--- config.mk ---
export PLATFORM = sky130hd
export DESIGN_NAME = cnmt_fifo
export DESIGN_NICKNAME = d
export VERILOG_FILES = /design/src/rtl/cnmt_pkg.sv /design/src/rtl/cnmt_fifo.sv
export SDC_FILE = /design/constraint.sdc
export NUM_CORES = 1
export LEC_CHECK = 0
export BUFFER_PORTS_ARGS = -buffer_cell sky130_fd_sc_hd__buf_2
export CORE_UTILIZATION = 52
export CTS_CLUSTER_DIAMETER = 30
export DETAILED_ROUTE_END_ITERATION = 6
export PLACE_DENSITY = 0.82
export SYNTH_ARGS = -nofsm -noshare
export SYNTH_HDL_FRONTEND = slang
export SYNTH_SLANG_ARGS = --single-unit
--- constraint.sdc ---
create_clock -name clk -period 4.36 [get_ports clk]
set_input_delay 0.872 -clock clk [delete_from_list [all_inputs] [get_ports clk]]
set_output_delay 0.872 -clock clk [all_outputs]
set_load 0.02 [all_outputs]
--- src/rtl/cnmt_pkg.sv ---
// Shared types and constants for the cosine nearest-match table.
`default_nettype none
package cnmt_pkg;

	localparam int LEN_W = 8;
	localparam int ID_W = 32;
	localparam int EL_W = 16;
	localparam int ACC_W = 40;
	localparam int HALF_W = 20;
	localparam int PROD_W = 80;
	localparam int QUO_W = 31;
	localparam int ROOT_W = 16;
	localparam int CNT_OUT_W = 7;
	localparam int LIMIT_W = 7;

	localparam logic REG_ENABLE = 1'b0;
	localparam logic REG_USER_LIMIT = 1'b1;

	typedef enum logic [1:0] {
		OP_ENROLL = 2'd0,
		OP_SEARCH = 2'd1,
		OP_REMOVE = 2'd2,
		OP_CLEAR  = 2'd3
	} op_t;

	typedef enum logic [1:0] {
		ST_OK        = 2'd0,
		ST_FULL      = 2'd1,
		ST_DISABLED  = 2'd2,
		ST_NOT_FOUND = 2'd3
	} status_t;

	typedef struct packed {
		op_t              op;
		logic [ID_W-1:0]  user_id;
		logic [EL_W-1:0]  element;
		logic             last;
		logic             wr;
		logic [LEN_W-1:0] pos;
		logic [LEN_W-1:0] len;
	} cmd_t;

	typedef struct packed {
		status_t              status;
		logic                 match_valid;
		logic [ID_W-1:0]      match_id;
		logic [EL_W-1:0]      similarity;
		logic [CNT_OUT_W-1:0] user_count;
	} result_t;

	typedef enum logic [2:0] {
		BK_IDLE,
		BK_SR_WAIT,
		BK_SR_LEN,
		BK_SR_MAC,
		BK_SR_SCORE,
		BK_RM_WAIT,
		BK_RM_CHK,
		BK_RM_COPY
	} back_state_t;

	typedef enum logic [2:0] {
		SC_IDLE,
		SC_MUL,
		SC_DIV,
		SC_SQRT,
		SC_DONE
	} score_state_t;

endpackage
`default_nettype wire

--- src/rtl/cnmt_fifo.sv ---
// Two-entry command queue between front and back.
`default_nettype none
module cnmt_fifo (
	input  wire            clk,
	input  wire            arst_n,
	input  wire            in_valid,
	output logic           in_ready,
	input  cnmt_pkg::cmd_t in_cmd,
	output logic           out_valid,
	input  wire            out_ready,
	output cnmt_pkg::cmd_t out_cmd
);
	import cnmt_pkg::*;

	cmd_t       mem_q [2];
	logic       wptr_q;
	logic       rptr_q;
	logic [1:0] cnt_q;
	logic       push;
	logic       pop;

	always_comb begin
		in_ready = cnt_q != 2'd2;
		out_valid = cnt_q != 2'd0;
		out_cmd = mem_q[rptr_q];
		push = in_valid && in_ready;
		pop = out_valid && out_ready;
	end

	always_ff @(posedge clk) begin
		if (push) begin
			mem_q[wptr_q] <= in_cmd;
		end
	end

	always_ff @(posedge clk or negedge arst_n) begin
		if (!arst_n) begin
			wptr_q <= 1'b0;
			rptr_q <= 1'b0;
			cnt_q <= 2'd0;
		end else begin
			if (push) begin
				wptr_q <= ~wptr_q;
			end
			if (pop) begin
				rptr_q <= ~rptr_q;
			end
			cnt_q <= cnt_q + 2'(push) - 2'(pop);
		end
	end

endmodule
`default_nettype wire

==> flow_summary.yaml <==
outcome:
  status: "finished clean"
drt:
  via_count: 2587
  drt_iter0_markers: 73
  wl_final_um: 8530
  post-route-drc-count: 0
  antenna_violating_nets_post_route: 0
  drt-pass1-iter-count: 4
  vias_per_cell: 4.91
  wl_per_cell_um: 16.2
die:
  fp-row-count: 35
  core_region_area_um2: 9420
  fp.dieW_um: 101
  start_util: 0.547
  dieArea_um2: 10300
  dieHeight_um: 101
  io_pins: 142
clock_tree:
  clock_sinks: 140
  cts_tree: "yes"
  cts_post_setup_buffers_inserted: 0
  max-clock-path-buffers: 2
  clk_transition_reported_paths_ns: 0.06
  clk_tree_root_cell: "sky130_fd_sc_hd__clkbuf_8"
  clock_tree.htree_level_count: 4
  cts-hold-fix-buffers: 0
  post_cts.resized_instances: 0
  cts_made_buffers: 17
  worst_skew_pair.late_latency_ns: 0.50
sta:
  final_min_period_over_clock_period: 0.703
  maxSlewHeadroom: 0.361
  finalSetupViolCount: 0
  tightest_pin_transition_ns: 0.958
  rsz_0062_raised_after_global_routing: "false"
  final.setup.tns_ns: 0
  final-hold-violation-count: 0
  max_clock_freq_mhz: 326
  final.setup_skew_ns: 0.00676
  timing.final.ws_setup_ns: 1.30
  fin_crit_ns: 3.06
  slew_viol_final: 0
grt:
  grt_usage: 0.167
  grt_max_degree: 70
  antenna_violations_before_repair: 0
  grt_pass1_vias: 2660
  grt_overflow: 0
  grt_first_pass_wirelength_um: 12400
power_and_ir_drop:
  power.ir.vdd_worst_mv: 0.513
  power.density_cell_area_nw_per_um2: 722
  p_leak_nw: 2.50
logic_synthesis:
  synth_nets: 303
  ys_seq_elements: 140
  edff_count_synth: 136
  ys_async_sr_fraction: 0.0286
  ys.flop_type: "sky130_fd_sc_hd__edfxtp_1"
  synthTopCellsByArea: "sky130_fd_sc_hd__edfxtp_1, sky130_fd_sc_hd__mux2_2, sky130_fd_sc_hd__mux2_4"
  synth_largest_area_cell: "sky130_fd_sc_hd__edfxtp_1"
  synthesis.area_um2: 5150
  synthTopCellsByCount: "sky130_fd_sc_hd__edfxtp_1, sky130_fd_sc_hd__mux2_2, sky130_fd_sc_hd__mux2_4"
  most_frequently_used_cell_type_in_the_post_synthesis_netlist: "sky130_fd_sc_hd__edfxtp_1"
  synthCells: 229
  synth.lib_cells_used.distinct: 17
  yosys_warnings: 0
  synth.avg_cell_area_um2: 22.5
  synth_top_area_share: 0.794
  synth_seq_area_share: 0.813
setup_path:
  timing.critical_path.slowest_stage_cell: "sky130_fd_sc_hd__dfrtp_4"
  cp_data_arrival_time_ns: 2.19
  nature_of_the_critical_path_startpoint: "flop"
  worstPathCellList: "mux2_2 > buf_2"
  startpoint_of_the_most_critical_register_to_register_path: "cnt_q[1]"
  worstReg2RegEnd: "mem_q[1][63]"
  cp_slowest_stage_delay_ns: 1.02
  worstRegToRegCells: 3
  worst_setup_path_end_kind: "output port"
  critPathKind: "flop to output port"
  cp_max_fo: 69
  crit_required_ns: 3.49
  r2r_slack_ns: 2.30
run:
  number_of_max_cap_violations: 0
placement:
  placement.io_buffers: 141
  detailed_place_hpwl_um: 5530
  gp_routability_congestion: 0.700
  post-place-ws_ns: 1.82
  dp.cells: 495
worst_hold_path:
  worstHoldPathType: "input port to async pin"
finish:
  diodes: 0
  final_layout_size_suffix_gt1_frac: 0.623
  finish.cell_count_without_fillers: 527
  seqCellArea_um2: 4190
  layout-area-overhead-vs-synth_pct: 27.2
  nets: 459
  multiInputGateArea_um2: 905
  n_fill_cell: 605
[logic make-up after synthesis]
group                    share of synthesized area
XOR/XNOR                                   0.00681
buffers and inverters                       0.0129
flip-flops                                   0.813
AND/OR/NAND/NOR                            0.00632
multiplexers                                 0.156
adder cells (fa/ha/maj)                    0.00486
[stage by stage]
step / hold WS, ns / area [µm²] / utilization / power (W)
global placement: 0.495 / 5990 / 0.637 / 0.00343
detailed placement: 0.507 / 5990 / 0.637 / 0.00345
CTS: 0.147 / 6550 / 0.695 / 0.00477
finish: 0.171 / 6550 / 0.695 / 0.00472
global route: 0.150 / 6550 / 0.695 / 0.00493
floorplan: 0.461 / 5150 / - / 0.00304
[layer usage]
layer / part of all wire / wire (µm) / GRT usage
met1: 0.41 / 3470 / 0.189
met2: 0.52 / 4440 / 0.286
met3: 0.055 / 472 / 0.0531
met4: 0.018 / 153 / 0.0870
met5: 0 / 0 / 0
[state kept, by name, summed over array words and instances, names as in the netlist]
register / cells
cnt_q: 2
rptr_q: 1
wptr_q: 1
mem_q: 136
[worst max-delay path, delay by kind of cell (launching register included)]
| family | cells | cell delay, ns |
|---|---|---|
| flip-flops | 1 | 1.02 |
| buffers and inverters | 1 | 0.16 |
| multiplexers | 1 | 0.43 |
[worst max-delay path by stage]
| stage | start | slack [ns] | cells after the start | end |
|---|---|---|---|---|
| global placement | in_valid | 1.79 | 3 | mem_q[1][24] |
| global route | rptr_q | 1.20 | 2 | out_cmd[26] |
| floorplan | in_valid | 0.05 | 2 | mem_q[0][0] |
| detailed placement | rptr_q | 1.82 | 2 | out_cmd[26] |
| CTS | rptr_q | 1.28 | 2 | out_cmd[26] |
| finish | rptr_q | 1.30 | 2 | out_cmd[26] |
[cells in the final DEF (no fill, tap or decap), types with 2 or more instances in the layout]
cell type and instances:
sky130_fd_sc_hd__mux2_4 10, sky130_fd_sc_hd__xnor2_1 3, sky130_fd_sc_hd__clkbuf_16 16, sky130_fd_sc_hd__clkinvlp_4 5, sky130_fd_sc_hd__edfxtp_1 136, sky130_fd_sc_hd__buf_2 141
sky130_fd_sc_hd__inv_6 6, sky130_fd_sc_hd__mux2_2 58, sky130_fd_sc_hd__dfrtp_1 3, sky130_fd_sc_hd__ha_1 2, sky130_fd_sc_hd__buf_4 4
[report_power, final]
part	leakage, nW	switching [W]	internal [W]
clock	0.256	0.000553	0.000766
sequential	1.31	0.000198	0.00184
combinational	0.932	0.000769	0.000595
[cell type report]
| type | instances | share of cell area |
|---|---|---|
| Clock buffer | 18 | 0.0639 |
| Clock inverter | 14 | 0.0205 |
| Inverter | 1 | 0.000574 |
| Multi-Input combinational cell | 80 | 0.138 |
| Sequential cell | 140 | 0.640 |
| Tap cell | 129 | 0.0247 |
| Timing Repair Buffer | 145 | 0.112 |
(Power assumes the default switching activity.)
