===== config.mk =====
export PLATFORM = sky130hd
export DESIGN_NAME = cnmt_front
export DESIGN_NICKNAME = d
export VERILOG_FILES = /design/src/rtl/cnmt_pkg.sv /design/src/rtl/cnmt_front.sv
export SDC_FILE = /design/constraint.sdc
export NUM_CORES = 1
export LEC_CHECK = 0
export BUFFER_PORTS_ARGS = -buffer_cell sky130_fd_sc_hd__buf_2
export CORE_MARGIN = 2
export CORE_UTILIZATION = 31
export DETAILED_ROUTE_END_ITERATION = 10
export GPL_ROUTABILITY_DRIVEN = 0
export GPL_TIMING_DRIVEN = 0
export HOLD_SLACK_MARGIN = 0.02
export PLACE_DENSITY_LB_ADDON = 0.08
export RECOVER_POWER = 25
export SLEW_MARGIN = 20
export SYNTH_ARGS = -nofsm -noshare
export SYNTH_HDL_FRONTEND = slang
export SYNTH_SLANG_ARGS = --single-unit

===== constraint.sdc =====
create_clock -name clk -period 2.2 [get_ports clk]
set_clock_uncertainty 0.2 [all_clocks]
set_input_delay 0.22 -clock clk [delete_from_list [all_inputs] [get_ports clk]]
set_output_delay 0.22 -clock clk [all_outputs]
set_load 0.01 [all_outputs]

===== src/rtl/cnmt_pkg.sv =====
// Shared types and constants for the cosine nearest-match table.
`default_nettype none
package cnmt_pkg;

	localparam int LEN_W = 8;
	localparam int ID_W = 32;
	localparam int EL_W = 16;
	localparam int ACC_W = 40;
	localparam int HALF_W = 20;
	localparam int PROD_W = 80;
	localparam int QUO_W = 31;
	localparam int ROOT_W = 16;
	localparam int CNT_OUT_W = 7;
	localparam int LIMIT_W = 7;

	localparam logic REG_ENABLE = 1'b0;
	localparam logic REG_USER_LIMIT = 1'b1;

	typedef enum logic [1:0] {
		OP_ENROLL = 2'd0,
		OP_SEARCH = 2'd1,
		OP_REMOVE = 2'd2,
		OP_CLEAR  = 2'd3
	} op_t;

	typedef enum logic [1:0] {
		ST_OK        = 2'd0,
		ST_FULL      = 2'd1,
		ST_DISABLED  = 2'd2,
		ST_NOT_FOUND = 2'd3
	} status_t;

	typedef struct packed {
		op_t              op;
		logic [ID_W-1:0]  user_id;
		logic [EL_W-1:0]  element;
		logic             last;
		logic             wr;
		logic [LEN_W-1:0] pos;
		logic [LEN_W-1:0] len;
	} cmd_t;

	typedef struct packed {
		status_t              status;
		logic                 match_valid;
		logic [ID_W-1:0]      match_id;
		logic [EL_W-1:0]      similarity;
		logic [CNT_OUT_W-1:0] user_count;
	} result_t;

	typedef enum logic [2:0] {
		BK_IDLE,
		BK_SR_WAIT,
		BK_SR_LEN,
		BK_SR_MAC,
		BK_SR_SCORE,
		BK_RM_WAIT,
		BK_RM_CHK,
		BK_RM_COPY
	} back_state_t;

	typedef enum logic [2:0] {
		SC_IDLE,
		SC_MUL,
		SC_DIV,
		SC_SQRT,
		SC_DONE
	} score_state_t;

endpackage
`default_nettype wire


===== src/rtl/cnmt_front.sv =====
// Front end: accepts requests, tracks the element stream and builds commands.
`default_nettype none
module cnmt_front #(
	parameter int VECTOR_LEN = 128
) (
	input  wire                    clk,
	input  wire                    arst_n,
	input  wire                    in_valid,
	output logic                   in_ready,
	input  cnmt_pkg::op_t          in_op,
	input  wire [31:0]             in_id,
	input  wire [15:0]             in_elem,
	input  wire                    in_last,
	output logic                   cmd_valid,
	input  wire                    cmd_ready,
	output cnmt_pkg::cmd_t         cmd
);
	import cnmt_pkg::*;

	logic [LEN_W-1:0] cnt_q;
	logic             kind_q;
	logic             is_el;
	logic             restart;
	logic [LEN_W-1:0] cnt_eff;
	logic             wr;
	logic [LEN_W-1:0] cnt_nx;
	logic             accept;

	always_comb begin
		is_el = (in_op == OP_ENROLL) || (in_op == OP_SEARCH);
		restart = (cnt_q != '0) && (kind_q != (in_op == OP_SEARCH));
		cnt_eff = restart ? '0 : cnt_q;
		wr = cnt_eff < LEN_W'(VECTOR_LEN);
		cnt_nx = cnt_eff + LEN_W'(wr);
		accept = in_valid && cmd_ready;
		in_ready = cmd_ready;
		cmd_valid = in_valid;
		cmd.op = in_op;
		cmd.user_id = in_id;
		cmd.element = in_elem;
		cmd.last = in_last;
		cmd.wr = wr;
		cmd.pos = cnt_eff;
		cmd.len = cnt_nx;
	end

	always_ff @(posedge clk or negedge arst_n) begin
		if (!arst_n) begin
			cnt_q <= '0;
			kind_q <= 1'b0;
		end else if (accept) begin
			if (is_el) begin
				kind_q <= (in_op == OP_SEARCH);
				cnt_q <= in_last ? '0 : cnt_nx;
			end else begin
				cnt_q <= '0;
			end
		end
	end

endmodule
`default_nettype wire


==> run_results.csv <==
group,metric,value,unit
outcome,violations,"setup timing",
synthesis,synth_edf_count,0,
grt,grt_max_degree,10,
power_and_ir_drop,powerDensity,347,nW/um^2
flow_run,maxCapViolCount,0,
power_and_ir_drop,p_total,601,uW
cells_and_area,fillers,369,
setup_path,worstReg2RegEnd,"cnt_q[4]$_DFFE_PN0P_",
synthesis,ys.flop_type,"dfrtp_1",
setup_path,cp_slowest_cell,"dfrtp_2",
cells_and_area,final_nets,275,
cells_and_area,fin_area,1730,um^2
timing,setup_tns,-1.14,ns
setup_path,max_stage_delay,0.43,ns
grt,overflow,0,
setup_path,worstPathRequired,1.78,ns
clocking,tritoncts,"built",
synthesis,syn_area_per_cell,8.56,um^2
drt,drt.antenna.violating_nets,0,
setup_path,cp_data_arrival_time,2.08,ns
die,io_pins,125,
synthesis,yosysMostFrequentCell,"buf_4",
setup_path,rrSetupSlack,0.13,ns
timing,worst_pin_slew,0.516,ns
cells_and_area,area_growth,57.8,%
clocking,worstSkewPairLatency,0.27,ns
clocking,cts_sinks,9,
synthesis,syn_nets,185,
placed_design,place_hpwl,2.34,mm
min_path,whs_path_depth,2,
timing,rsz0062_at_grt,"yes",
synthesis,ys_seq_area_share,20.5,%
cells_and_area,diodes,0,
synthesis,syn-instance-count,128,
synthesis,synth_top_area_share,37.0,%
power_and_ir_drop,peakVddDrop,0.175,mV
die,fp.dieW,63.5,um
synthesis,synth_area,1100,um^2
synthesis,async_flop_share,100,%
setup_path,worstSetupPathType,"register to output port",
drt,first_pass_iters,4,
grt,grt_pass1_vias,972,
drt,wire_per_inst,10.6,um
min_path,hold_path_class,"input pin to register",
synthesis,synth_commonest_cells,"buf_4, dfrtp_1, and2_1, nor2_1",
timing,report.final.slew_viol_count,0,
drt,num_vias,1103,
grt,grt_first_pass_wirelength,4.10,mm
drt,drt_iter0_markers,14,
grt,antenna_found_initial,0,
clocking,htreeDepth,1,
cells_and_area,postLayoutCoreUtil,51.4,%
setup_path,cp_common_cell,"ha_4",
placed_design,dpl_cell_area,1600,um^2
timing,setup_viol,6,
outcome,status,"finished, violations left",
setup_path,startpoint_type,"register",
timing,max_freq,401,MHz
grt,grt_use_total,12.6,%
cells_and_area,stdcell_count,263,
setup_path,cp_max_fo,5,
synthesis,synthDistinctLibCells,32,
die,start_util,32.6,%
clocking,clkTransAtPathRegs,0.07,ns
clocking,cts_root_buf,"clkbuf_4",
synthesis,ys_ff_latch,9,
timing,period_minus_slack,2.50,ns
die,fp.dieH,63.5,um
clocking,numCtsBuffers,3,
setup_path,reg2reg_depth,10,
drt,drcViolationCount,0,
die,core,3360,um^2
synthesis,yosys-top-cells-area,"buf_4, dfrtp_1, and2_1, xnor2_1, xor2_1",
timing,fin_crit_sh,113,%
setup_path,r2r-start,"kind_q$_DFFE_PN0P_",
synthesis,synth_largest_area_cell,"buf_4",
drt,wl,2.78,mm
placed_design,port_buffers,76,
setup_path,cp-startpoint,"kind_q$_DFFE_PN0P_",
clocking,clock_path_buffers,2,
timing,setup_ws,-0.296,ns
cells_and_area,drive_gt1_share,70.0,%
timing,hold_viol,0,
synthesis,yosysWarnings,0,
timing,slew_headroom,65.6,%
die,die_area,4030,um^2
setup_path,path_cells,"xor2_4 -> and2_4 -> inv_4 -> ha_4 -> ha_4 -> nand3_4 -> or3_4 -> a21oi_4 -> buf_2",
power_and_ir_drop,leakage,0.000907,uW
drt,viasPerCell,4.19,
min_path,min_from,"cmd_ready",
setup_path,cp-end-kind,"output port",
die,rows,21,
setup_path,cp-endpoint,"cmd[6]",
placed_design,dp.cells,250,
==> worst min-delay path by stage <==
stage,slack [ns],endpoint
6_report,0.05,cnt_q[7]$_DFFE_PN0P_
5_1_grt,0.09,cnt_q[7]$_DFFE_PN0P_
4_1_cts,0.05,cnt_q[7]$_DFFE_PN0P_
3_5_place_dp,-0.11,cnt_q[6]$_DFFE_PN0P_
3_3_place_gp,-0.11,cnt_q[7]$_DFFE_PN0P_
2_1_floorplan,-0.28,cnt_q[0]$_DFFE_PN0P_
==> power by group <==
part	internal, uW	switching, uW
Clock	69.9	59.5
Combinational	159	131
Sequential	173	8.22
==> critical path: cells and delay by family (launching register included) <==
family | cells | cell delay, ns
xor+xnor | 1 | 0.18
flops | 1 | 0.43
compound gates | 1 | 0.11
simple gates | 3 | 0.61
fa+ha+maj | 2 | 0.29
buf+inv | 2 | 0.20
==> per-stage QoR <==
stage               setup slack (ns)  hold slack (ns)
finish                        -0.296           0.0536
global route                  -0.355           0.0876
CTS                           -0.377           0.0522
detailed placement            -0.425           -0.113
global placement              -0.371           -0.110
floorplan                   -0.00551           -0.276
==> flip-flops by register name (all words and copies together), names as in the netlist <==
name	count
cnt_q	8
kind_q	1
==> logic make-up after synthesis <==
family	after synthesis	share of synthesized area, %
DFF	9	20.5
muxes	1	1.03
AOI/OAI and AO/OA	18	12.6
adders and majority gates	2	2.28
xor gates and xnor gates	9	7.88
buffers and inverters	58	39.7
and+or+nand+nor	31	16.0
==> cell type report <==
type | instances | area, um^2 | area share, %
repair buffers | 85 | 435 | 25.2
multi-input cells | 61 | 546 | 31.5
plain buffers | 56 | 428 | 24.7
well taps | 46 | 57.6 | 3.33
inverters | 2 | 10.0 | 0.579
clock buffers | 4 | 26.3 | 1.52
flip-flops and latches | 9 | 226 | 13.1
==> cell usage in the layout, fill, tap and decap left out, drive strengths merged <==
cell,synthesis,routed
nand2b,2,2
a21oi,2,2
or3,1,1
nor3b,1,1
and2,7,7
a41oi,2,2
nand2,4,4
mux2,1,1
xnor2,4,4
o211ai,2,2
xor2,5,5
buf,56,128
o21ai,4,4
or2,1,1
clkbuf,0,16
inv,2,2
and3,1,1
ha,2,2
a22o,2,2
dfrtp,9,9
o31ai,4,4
a31oi,1,1
nand3,4,4
nor3,2,2
nor2,8,8
dlygate4sd3,0,1
a311oi,1,1
==> routing by layer <==
metal / vias to the layer above / global-route usage [%] / wire [um]
li1: 548 / - / -
met1: 476 / 13.5 / 1000
met2: 77 / 23.2 / 1440
met3: 2 / 4.11 / 304
met4: 0 / 4.08 / 33
met5: - / 0 / 0
==> timing repair <==
item	CTS	global route
pin swaps	6	6
buffers inserted	5	3
gates resized for setup	8	2
hold buffers	1	0
endpoints found under the setup margin	12	8
hold endpoints to repair	9	0
Note: power is estimated with default switching activity, not from simulation.
